--- src/isq_pkg.sv ---
`timescale 1ns / 1ps
`default_nettype none

package isq_pkg;

    localparam int DEF_CAPACITY = 64;
    localparam int POS_W        = 6;
    localparam int DATA_W       = 32;
    localparam int COUNT_OUT_W  = 7;

    typedef enum logic [3:0] {
        K_PUSH_TAIL  = 4'd0,
        K_PUSH_HEAD  = 4'd1,
        K_POP_TAIL   = 4'd2,
        K_POP_HEAD   = 4'd3,
        K_READ       = 4'd4,
        K_INSERT     = 4'd5,
        K_REMOVE     = 4'd6,
        K_OVERWRITE  = 4'd7,
        K_CLEAR      = 4'd8
    } kind_t;

    typedef enum logic [1:0] {
        ERR_OK    = 2'd0,
        ERR_EMPTY = 2'd1,
        ERR_RANGE = 2'd2,
        ERR_FULL  = 2'd3
    } err_t;

    typedef enum logic [2:0] {
        S_IDLE,
        S_LOOP,
        S_SHIFT_WR,
        S_PLACE,
        S_READ,
        S_DONE
    } state_t;

    typedef enum logic [1:0] {
        PS_IN,
        PS_COUNT,
        PS_LAST,
        PS_ZERO
    } pos_sel_t;

    typedef struct packed {
        logic     load;
        logic     back;
        pos_sel_t pos_sel;
        logic     shift_rd;
        logic     shift_wr;
        logic     place_wr;
        logic     pos_rd;
        logic     cnt_inc;
        logic     cnt_dec;
        logic     cnt_clr;
        logic     out_load;
        logic     rd_sel;
        err_t     err;
    } cmd_t;

    typedef struct packed {
        logic empty;
        logic full;
        logic pos_out;
        logic more;
        logic out_stall;
    } stat_t;

endpackage

`default_nettype wire

--- src/isq_ctrl.sv ---
`timescale 1ns / 1ps
`default_nettype none

module isq_ctrl (
    input  wire logic          clk,
    input  wire logic          rst_n,
    input  wire logic          in_valid,
    output logic               in_ready,
    input  wire logic [3:0]    kind,
    input  wire isq_pkg::stat_t status,
    output isq_pkg::cmd_t      cmd
);

    isq_pkg::state_t state_reg, state_next;
    isq_pkg::kind_t  kind_reg, kind_next;
    isq_pkg::err_t   err_reg, err_next;
    isq_pkg::kind_t  kind_in;
    isq_pkg::err_t   err_in;

    assign kind_in = isq_pkg::kind_t'(kind);

    always_ff @(posedge clk or negedge rst_n)
    begin
        if (!rst_n)
        begin
            state_reg <= isq_pkg::S_IDLE;
            kind_reg  <= isq_pkg::K_CLEAR;
            err_reg   <= isq_pkg::ERR_OK;
        end
        else
        begin
            state_reg <= state_next;
            kind_reg  <= kind_next;
            err_reg   <= err_next;
        end
    end

    // check the request against the current fill
    always_comb
    begin
        err_in = isq_pkg::ERR_OK;
        case (kind_in)
            isq_pkg::K_PUSH_TAIL, isq_pkg::K_PUSH_HEAD:
            begin
                if (status.full)
                    err_in = isq_pkg::ERR_FULL;
            end
            isq_pkg::K_POP_TAIL, isq_pkg::K_POP_HEAD:
            begin
                if (status.empty)
                    err_in = isq_pkg::ERR_EMPTY;
            end
            isq_pkg::K_READ, isq_pkg::K_REMOVE, isq_pkg::K_OVERWRITE,
            isq_pkg::K_INSERT:
            begin
                if (status.empty)
                    err_in = isq_pkg::ERR_EMPTY;
                else if (status.pos_out)
                    err_in = isq_pkg::ERR_RANGE;
                else if (kind_in == isq_pkg::K_INSERT && status.full)
                    err_in = isq_pkg::ERR_FULL;
            end
            default:
                err_in = isq_pkg::ERR_OK;
        endcase
    end

    always_comb
    begin
        state_next = state_reg;
        kind_next  = kind_reg;
        err_next   = err_reg;
        in_ready   = 1'b0;
        cmd        = '0;
        cmd.err    = err_reg;
        case (state_reg)
            isq_pkg::S_IDLE:
            begin
                in_ready = 1'b1;
                if (in_valid)
                begin
                    cmd.load  = 1'b1;
                    kind_next = kind_in;
                    err_next  = err_in;
                    case (kind_in)
                        isq_pkg::K_PUSH_TAIL:
                        begin
                            cmd.back    = 1'b1;
                            cmd.pos_sel = isq_pkg::PS_COUNT;
                        end
                        isq_pkg::K_PUSH_HEAD:
                        begin
                            cmd.back    = 1'b1;
                            cmd.pos_sel = isq_pkg::PS_ZERO;
                        end
                        isq_pkg::K_INSERT:
                        begin
                            cmd.back    = 1'b1;
                            cmd.pos_sel = isq_pkg::PS_IN;
                        end
                        isq_pkg::K_POP_TAIL:
                            cmd.pos_sel = isq_pkg::PS_LAST;
                        isq_pkg::K_POP_HEAD:
                            cmd.pos_sel = isq_pkg::PS_ZERO;
                        default:
                            cmd.pos_sel = isq_pkg::PS_IN;
                    endcase
                    if (err_in != isq_pkg::ERR_OK)
                        state_next = isq_pkg::S_DONE;
                    else
                    begin
                        case (kind_in)
                            isq_pkg::K_PUSH_TAIL, isq_pkg::K_PUSH_HEAD,
                            isq_pkg::K_INSERT, isq_pkg::K_POP_TAIL,
                            isq_pkg::K_POP_HEAD, isq_pkg::K_REMOVE:
                                state_next = isq_pkg::S_LOOP;
                            isq_pkg::K_READ:
                                state_next = isq_pkg::S_READ;
                            isq_pkg::K_OVERWRITE:
                                state_next = isq_pkg::S_PLACE;
                            default:
                                state_next = isq_pkg::S_DONE;
                        endcase
                    end
                end
            end
            isq_pkg::S_LOOP:
            begin
                if (status.more)
                begin
                    cmd.shift_rd = 1'b1;
                    state_next   = isq_pkg::S_SHIFT_WR;
                end
                else if (kind_reg == isq_pkg::K_PUSH_TAIL ||
                         kind_reg == isq_pkg::K_PUSH_HEAD ||
                         kind_reg == isq_pkg::K_INSERT)
                    state_next = isq_pkg::S_PLACE;
                else
                    state_next = isq_pkg::S_DONE;
            end
            isq_pkg::S_SHIFT_WR:
            begin
                cmd.shift_wr = 1'b1;
                state_next   = isq_pkg::S_LOOP;
            end
            isq_pkg::S_PLACE:
            begin
                cmd.place_wr = 1'b1;
                state_next   = isq_pkg::S_DONE;
            end
            isq_pkg::S_READ:
            begin
                cmd.pos_rd = 1'b1;
                state_next = isq_pkg::S_DONE;
            end
            isq_pkg::S_DONE:
            begin
                if (!status.out_stall)
                begin
                    cmd.out_load = 1'b1;
                    if (err_reg == isq_pkg::ERR_OK)
                    begin
                        case (kind_reg)
                            isq_pkg::K_PUSH_TAIL, isq_pkg::K_PUSH_HEAD,
                            isq_pkg::K_INSERT:
                                cmd.cnt_inc = 1'b1;
                            isq_pkg::K_POP_TAIL, isq_pkg::K_POP_HEAD,
                            isq_pkg::K_REMOVE:
                                cmd.cnt_dec = 1'b1;
                            isq_pkg::K_CLEAR:
                                cmd.cnt_clr = 1'b1;
                            isq_pkg::K_READ:
                                cmd.rd_sel = 1'b1;
                            default:
                                cmd.rd_sel = 1'b0;
                        endcase
                    end
                    state_next = isq_pkg::S_IDLE;
                end
            end
            default:
                state_next = isq_pkg::S_IDLE;
        endcase
    end

endmodule

`default_nettype wire

--- src/isq_datapath.sv ---
`timescale 1ns / 1ps
`default_nettype none

module isq_datapath #(
    parameter int CAPACITY = isq_pkg::DEF_CAPACITY
) (
    input  wire logic                                  clk,
    input  wire logic                                  rst_n,
    input  wire isq_pkg::cmd_t                         cmd,
    output isq_pkg::stat_t                             status,
    input  wire logic [isq_pkg::POS_W-1:0]             position,
    input  wire logic signed [isq_pkg::DATA_W-1:0]     value,
    output logic                                       out_valid,
    input  wire logic                                  out_ready,
    output logic signed [isq_pkg::DATA_W-1:0]          read_value,
    output logic [isq_pkg::COUNT_OUT_W-1:0]            count,
    output logic                                       empty_res,
    output logic [1:0]                                 error
);

    localparam int AW   = (CAPACITY > 2) ? $clog2(CAPACITY) : 1;
    localparam int CW   = $clog2(CAPACITY + 1);
    localparam int CMPW = (CW > isq_pkg::POS_W) ? CW : isq_pkg::POS_W;
    localparam int OW   = CW + isq_pkg::COUNT_OUT_W;

    logic [isq_pkg::DATA_W-1:0] mem [CAPACITY];
    logic [isq_pkg::DATA_W-1:0] rdata_reg;
    logic [isq_pkg::DATA_W-1:0] val_reg;

    logic [CW-1:0] count_reg, count_next;
    logic [AW-1:0] pos_reg, pos_next;
    logic [AW-1:0] idx_reg, idx_next;
    logic          back_reg;

    logic                               out_valid_reg;
    logic [isq_pkg::DATA_W-1:0]         read_value_reg;
    logic [isq_pkg::COUNT_OUT_W-1:0]    count_out_reg;
    logic                               empty_reg;
    isq_pkg::err_t                      error_reg;

    logic [CMPW-1:0] pos_cmp;
    logic [CMPW-1:0] cnt_cmp;
    logic [CW-1:0]   last_w;
    logic [CW-1:0]   idx_plus;
    logic [AW-1:0]   rd_addr;
    logic [AW-1:0]   wr_addr;
    logic [isq_pkg::DATA_W-1:0] wr_data;
    logic            wr_en;
    logic [OW-1:0]   count_wide;

    assign pos_cmp  = CMPW'(position);
    assign cnt_cmp  = CMPW'(count_reg);
    assign last_w   = count_reg - CW'(1);
    assign idx_plus = CW'(idx_reg) + CW'(1);

    assign status.empty     = (count_reg == '0);
    assign status.full      = (count_reg >= CW'(CAPACITY));
    assign status.pos_out   = (pos_cmp >= cnt_cmp);
    assign status.more      = back_reg ? (idx_reg > pos_reg) : (idx_plus < count_reg);
    assign status.out_stall = out_valid_reg && !out_ready;

    always_comb
    begin
        case (cmd.pos_sel)
            isq_pkg::PS_IN:    pos_next = pos_cmp[AW-1:0];
            isq_pkg::PS_COUNT: pos_next = count_reg[AW-1:0];
            isq_pkg::PS_LAST:  pos_next = last_w[AW-1:0];
            isq_pkg::PS_ZERO:  pos_next = '0;
            default:           pos_next = '0;
        endcase
    end

    // walk the index toward the target while moving elements
    always_comb
    begin
        idx_next = idx_reg;
        if (cmd.load)
            idx_next = cmd.back ? count_reg[AW-1:0] : pos_next;
        else if (cmd.shift_wr)
            idx_next = back_reg ? (idx_reg - AW'(1)) : (idx_reg + AW'(1));
    end

    always_comb
    begin
        if (cmd.cnt_clr)
            count_next = '0;
        else if (cmd.cnt_inc)
            count_next = count_reg + CW'(1);
        else if (cmd.cnt_dec)
            count_next = count_reg - CW'(1);
        else
            count_next = count_reg;
    end

    assign count_wide = OW'(count_next);

    assign rd_addr = cmd.shift_rd ? (back_reg ? (idx_reg - AW'(1)) : (idx_reg + AW'(1)))
                                  : pos_reg;
    assign wr_addr = cmd.shift_wr ? idx_reg : pos_reg;
    assign wr_data = cmd.shift_wr ? rdata_reg : val_reg;
    assign wr_en   = cmd.shift_wr || cmd.place_wr;

    always_ff @(posedge clk)
    begin
        if (wr_en)
            mem[wr_addr] <= wr_data;
        if (cmd.shift_rd || cmd.pos_rd)
            rdata_reg <= mem[rd_addr];
    end

    always_ff @(posedge clk)
    begin
        if (cmd.load)
        begin
            val_reg  <= value;
            pos_reg  <= pos_next;
            back_reg <= cmd.back;
        end
        idx_reg <= idx_next;
        if (cmd.out_load)
        begin
            read_value_reg <= cmd.rd_sel ? rdata_reg : '0;
            count_out_reg  <= count_wide[isq_pkg::COUNT_OUT_W-1:0];
            empty_reg      <= (count_next == '0);
            error_reg      <= cmd.err;
        end
    end

    always_ff @(posedge clk or negedge rst_n)
    begin
        if (!rst_n)
        begin
            count_reg     <= '0;
            out_valid_reg <= 1'b0;
        end
        else
        begin
            count_reg <= count_next;
            if (cmd.out_load)
                out_valid_reg <= 1'b1;
            else if (out_ready)
                out_valid_reg <= 1'b0;
        end
    end

    assign out_valid  = out_valid_reg;
    assign read_value = read_value_reg;
    assign count      = count_out_reg;
    assign empty_res  = empty_reg;
    assign error      = error_reg;

endmodule

`default_nettype wire

--- src/indexed_sequence_store.sv ---
`timescale 1ns / 1ps
`default_nettype none

// Channel | Handshake              | Beat contents
// in      | in_valid / in_ready    | kind, position, value
// out     | out_valid / out_ready  | read_value, count, empty_res, error
//
// One request at a time; the element store is a single memory with one read
// and one write port, so each element moved takes a read (S_LOOP) and then a
// write (S_SHIFT_WR). Insert and push front move the elements from the position
// onward up one place before the value is written; remove and pop front move the
// elements behind the position down one place. Push back writes in place.
// Reset clears the count and the control; the memory needs no clearing pass.
// A stalled result holds in the output register; the next beat is taken then.

module indexed_sequence_store #(
    parameter int CAPACITY = isq_pkg::DEF_CAPACITY
) (
    input  wire logic                              clk,
    input  wire logic                              rst_n,
    input  wire logic                              in_valid,
    output logic                                   in_ready,
    input  wire logic [3:0]                        kind,
    input  wire logic [isq_pkg::POS_W-1:0]         position,
    input  wire logic signed [isq_pkg::DATA_W-1:0] value,
    output logic                                   out_valid,
    input  wire logic                              out_ready,
    output logic signed [isq_pkg::DATA_W-1:0]      read_value,
    output logic [isq_pkg::COUNT_OUT_W-1:0]        count,
    output logic                                   empty_res,
    output logic [1:0]                             error
);

    isq_pkg::cmd_t  cmd;
    isq_pkg::stat_t status;

    isq_ctrl u_ctrl (
        .clk      (clk),
        .rst_n    (rst_n),
        .in_valid (in_valid),
        .in_ready (in_ready),
        .kind     (kind),
        .status   (status),
        .cmd      (cmd)
    );

    isq_datapath #(
        .CAPACITY (CAPACITY)
    ) u_datapath (
        .clk        (clk),
        .rst_n      (rst_n),
        .cmd        (cmd),
        .status     (status),
        .position   (position),
        .value      (value),
        .out_valid  (out_valid),
        .out_ready  (out_ready),
        .read_value (read_value),
        .count      (count),
        .empty_res  (empty_res),
        .error      (error)
    );

    a_one_at_a_time: assert property (@(posedge clk) disable iff (!rst_n)
        (in_valid && in_ready) |=> !in_ready)
        else $error("second request taken while one is in flight");

    a_empty_count: assert property (@(posedge clk) disable iff (!rst_n)
        (out_valid && empty_res) |-> (count == '0))
        else $error("empty flag set with nonzero count");

    a_empty_err: assert property (@(posedge clk) disable iff (!rst_n)
        (out_valid && error == isq_pkg::ERR_EMPTY) |-> empty_res)
        else $error("empty error on a sequence that holds elements");

    a_full_err: assert property (@(posedge clk) disable iff (!rst_n)
        (out_valid && error == isq_pkg::ERR_FULL && CAPACITY < 128)
            |-> (count == isq_pkg::COUNT_OUT_W'(CAPACITY)))
        else $error("full error with room left");

    a_stall_hold: assert property (@(posedge clk) disable iff (!rst_n)
        (cmd.out_load) |-> !(out_valid && !out_ready))
        else $error("result overwritten while stalled");

endmodule

`default_nettype wire

--- config.mk ---
export PLATFORM = sky130hd
export DESIGN_NAME = indexed_sequence_store
export DESIGN_NICKNAME = d
export VERILOG_FILES = /design/src/isq_pkg.sv /design/src/isq_ctrl.sv /design/src/isq_datapath.sv /design/src/indexed_sequence_store.sv
export SDC_FILE = /design/constraint.sdc
export NUM_CORES = 2
export LEC_CHECK = 0
export BUFFER_PORTS_ARGS = -buffer_cell sky130_fd_sc_hd__buf_2
export CAP_MARGIN = 0
export CORE_ASPECT_RATIO = 1.25
export CORE_MARGIN = 2
export CORE_UTILIZATION = 30
export CTS_CLUSTER_SIZE = 40
export DETAILED_ROUTE_END_ITERATION = 10
export GPL_TIMING_DRIVEN = 0
export SETUP_SLACK_MARGIN = 0.02
export SYNTH_ARGS = -nofsm -noshare
export SYNTH_HDL_FRONTEND = slang
export SYNTH_HIERARCHICAL = 1
export SYNTH_SLANG_ARGS = --single-unit
export TNS_END_PERCENT = 50
--- constraint.sdc ---
create_clock -name clk -period 5.2 [get_ports clk]
set_input_delay 0.26 -clock clk [delete_from_list [all_inputs] [get_ports clk]]
set_output_delay 0.26 -clock clk [all_outputs]
set_load 0.02 [all_outputs]
==> results by group <==
Critical path
  • Critical path arrival: 6.21 ns
  • Worst R2R End: u_datapath/rdata_reg[20]$_DFFE_PP_
  • CP max stage delay: approximately 0.43 ns
  • Crit-path most repeated cell: o21a_1
  • Critical path required time: 5.88 ns
  • Crit path kind: flop to flop
  • R2R cell count: 20
  • R2R Setup Slk: -0.33 ns
  • CP endpoint kind: flop
  • Worst path slowest cell: nand4_1
  • Worst-path cell chain: ha_1 > ha_1 > a21boi_1 > o21a_1 > o21a_1 > o21a_1 > o21a_1 > o21a_1 > o32ai_4 > and3_4 > buf_8 > buf_12 > buf_8 > a31o_2 > buf_8 > clkbuf_16 > buf_6 > nand4_1 > a21oi_2 > o32a_1
  • Max FO, Critical Path: 10
  • Worst setup SP type: flop
  • Reg2reg start: u_datapath/idx_reg[1]$_DFFE_PP_

Logic synthesis
  • Synth cell count leaders: edfxtp_1 (2,167), nand2_1 (1,218), mux2i_1 (418)
  • Cells after Synth: a little under 6,000
  • Most common flop cell mapped by yosys: edfxtp_1
  • Syn. warnings: 6
  • Top cell type's share of synthesized area: between 70% and 80%
  • FFs w/ async S/R, synth: less than 1%
  • Top-count cell post-synth: edfxtp_1
  • Mapped Avg Cell Area: 15.28 µm²
  • Cell area after synthesis: approximately 88,000 µm²
  • Top cells by area, synth: edfxtp_1 (74%), nand2_1 (5.2%), mux2i_1 (4.7%)
  • Number of synthesized flops with an enable pin: around 2,200
  • Syn Nets: approximately 6,000
  • Seq/Total Area, Yosys: about three quarters
  • Area leader, netlist: edfxtp_1
  • Number of library cell types mapped by synthesis: between 90 and 100
  • #FFs+latches synth: approximately 2,200

Global routing
  • Largest net degree at the start of global routing: between 60 and 70
  • Initial antenna violation count: 22
  • First-pass GRT wire length: about 450,000 µm
  • All-Layer GR Usage: a little over a fifth
  • Grt ovf: 0
  • Number of global-route vias before repair: 55,120

Timing
  • Period utilization: 106.3%
  • RSZ-0062 raised after global routing: yes
  • Fmax: roughly 180 MHz
  • Worst slew margin: -4.570%
  • Max Slew Vio Count: between 150 and 200
  • Final worst slack: -0.3295 ns
  • Period minus WS final: between 5 and 6 ns
  • Layout Skew: between 0.08 and 0.09 ns
  • Final Hold Viols: 0
  • Final setup violation count: 28
  • Measured slew at the worst slew-check pin: between 1.5 and 2 ns

Route
  • Via/cell ratio: ~5.6
  • Drt wl/cell: approximately 33 µm
  • Detail Route Antenna Nets: 0
  • Drt drc: 0
  • DRT iter0 DRCs: between 9,000 and 10,000
  • DR vias: 57,800
  • Number of detailed-route iterations in the first pass: 9
  • Final WL: 338,100 µm

Min path
  • Hold WC Path Type: input pin to flop
  • Worst Hold Depth: 4
  • WHS Endpoint: u_datapath/pos_reg[4]$_DFFE_PP_
  • Hold path start: position[4]

Job
  • Max-cap viol count: 2

Cells and area
  • Reg area: roughly 65,000 µm²
  • Largest Register: u_datapath/mem
  • Largest register FFs: a little over 2,000
  • Fill cells: around 27,000
  • Area growth from synthesis to layout: 20.67%
  • Non-filler instance count after layout: about 10,000
  • Layout cells sized above 1: 19.63%
  • Multi-input gate area: 22,560 µm²
  • Final nets: 6,328

Die
  • Die Wd: around 500 µm
  • Core Area: 292,500 µm²
  • Row count: between 200 and 250
  • Initial Utilization: a little over 30%
  • Io pins: 90
  • Area of the die: 298,500 µm²
  • Die H: around 600 µm

Run status
  • Status: finished with violations
  • Failing checks: max-capacitance violations, max-slew violations, negative setup slack

Pwr
  • Pwr dens: 586.7 nW/µm²
  • Clk pwr share: approximately 23%
  • Sequential Power Share: 34.5%
  • Final Total Pwr: between 60,000 and 70,000 µW
  • VDD IR max: around 450 µV
  • Switching share of total power: around 40%
  • Gate power share: between 40% and 50%
  • Pleak: around 0.036 µW
  • Pint: roughly 37,000 µW
  • Sw Pwr: 25,110 µW

Place
  • I/O Buffers: 87
  • Inst Count DP: ~10,000
  • Placed wire-length estimate: 230,100 µm
  • Pre-CTS setup slack: -1.891 ns
  • Gpl congestion: between 0.9 and 1

Clock tree
  • Worst-Skew Late Latency: approximately 0.9 ns
  • CTS buffer count: about 200
  • Max Buffers Root-to-Sink: 4
  • Htree depth: 4
  • Clock Tree Root: clkbuf_16
  • Sink Count: around 2,200
  • CTS tree: built
  • Worst-path clk slew: approximately 0.07 ns
metrics by stage:
step	utilization, %	hold WS (ns)	TNS (ns)	cell area (µm²)
6_report	36.41	0.05859	-3.799	106500
5_1_grt	36.40	0.06146	-6.316	106500
4_1_cts	36.07	0.03825	-1.784	105500
3_5_place_dp	32.86	0.2202	-47.79	96120
3_3_place_gp	32.00	0.2116	-3378.85	93580
2_1_floorplan	-	-0.03559	0	88240
final cells by class:
| cell class | instances | area share [%] |
|---|---|---|
| antenna | 8 | 0.01880 |
| buffer | 359 | 3.429 |
| clock buffer | 251 | 5.020 |
| clock inverter | 98 | 0.7978 |
| inverter | 50 | 0.1762 |
| multi-input combinational | 3176 | 21.18 |
| sequential | 2184 | 61.51 |
| tap | 3920 | 4.606 |
| timing repair buffer | 280 | 3.259 |
layout by cell type, fill, tap and decap left out, types with 52 or more instances in the layout:
cell / netlist / layout
mux2i_1: 418 / 383
clkbuf_1: 61 / 63
buf_12: 0 / 114
nand2_1: 1218 / 1211
a31oi_1: 60 / 52
nor2_4: 2 / 69
nand3_1: 403 / 394
buf_6: 20 / 93
a211oi_1: 61 / 59
buf_4: 68 / 132
edfxtp_1: 2167 / 2167
a311oi_1: 117 / 73
buf_2: 196 / 120
clkbuf_16: 0 / 210
and3_1: 127 / 124
mux4_2: 97 / 97
cells by family after synthesis:
family,count (synthesis),share of synthesized area [%]
xor+xnor,18,0.1872
mux,561,7.808
flops,2184,74.23
compound gates,553,4.808
fa+ha+maj,27,0.3913
buf+inv,414,2.498
simple gates,2017,10.08
metal layers:
metal	part of all wire, %	global-route usage (%)
met2	46	34.96
met4	9.7	17.89
met3	12	5.580
met5	0.014	0
met1	32	24.86
worst max-delay path, delay by kind of cell (launching register included):
family                   cells  cell delay [ns]
AO/OA/AOI/OAI               10             2.45
buffers and inverters        6             1.20
AND/OR/NAND/NOR              2             0.71
adder cells (fa/ha/maj)      2             0.57
flip-flops                   1             0.40
repair_timing:
| item | CTS | global route |
|---|---|---|
| endpoints found under the hold margin | 72 | 0 |
| endpoints found under the setup margin | 32 | 32 |
| hold buffers | 49 | 0 |
| gates resized for setup | 638 | 174 |
| gates cloned | 3 | 2 |
| pin swaps | 42 | 46 |
| setup buffers | 27 | 16 |
power groups by stage:
| stage | combinational, µW | clock (µW) | sequential, µW |
|---|---|---|---|
| after global placement | 21300 | 0 | 22000 |
| after detailed placement | 21600 | 0 | 22000 |
| after CTS | 24400 | 14600 | 21600 |
| final | 26400 | 14500 | 21600 |
| after global routing | 26500 | 15200 | 21600 |
| after floorplan | 11300 | 0 | 21900 |
worst max-delay path by stage:
| stage | start | cells past startpoint | end |
|---|---|---|---|
| after floorplan | u_datapath/idx_reg[1]$_DFFE_PP_ | 20 | u_datapath/rdata_reg[5]$_DFFE_PP_ |
| after global placement | u_datapath/idx_reg[1]$_DFFE_PP_ | 18 | u_datapath/rdata_reg[19]$_DFFE_PP_ |
| after detailed placement | u_datapath/idx_reg[1]$_DFFE_PP_ | 20 | u_datapath/rdata_reg[20]$_DFFE_PP_ |
| after CTS | u_datapath/idx_reg[0]$_DFFE_PP_ | 22 | u_datapath/rdata_reg[10]$_DFFE_PP_ |
| after global routing | u_datapath/idx_reg[0]$_DFFE_PP_ | 21 | u_datapath/rdata_reg[7]$_DFFE_PP_ |
| final | u_datapath/idx_reg[1]$_DFFE_PP_ | 20 | u_datapath/rdata_reg[20]$_DFFE_PP_ |
No activity file was read; power rests on OpenSTA's default activity.
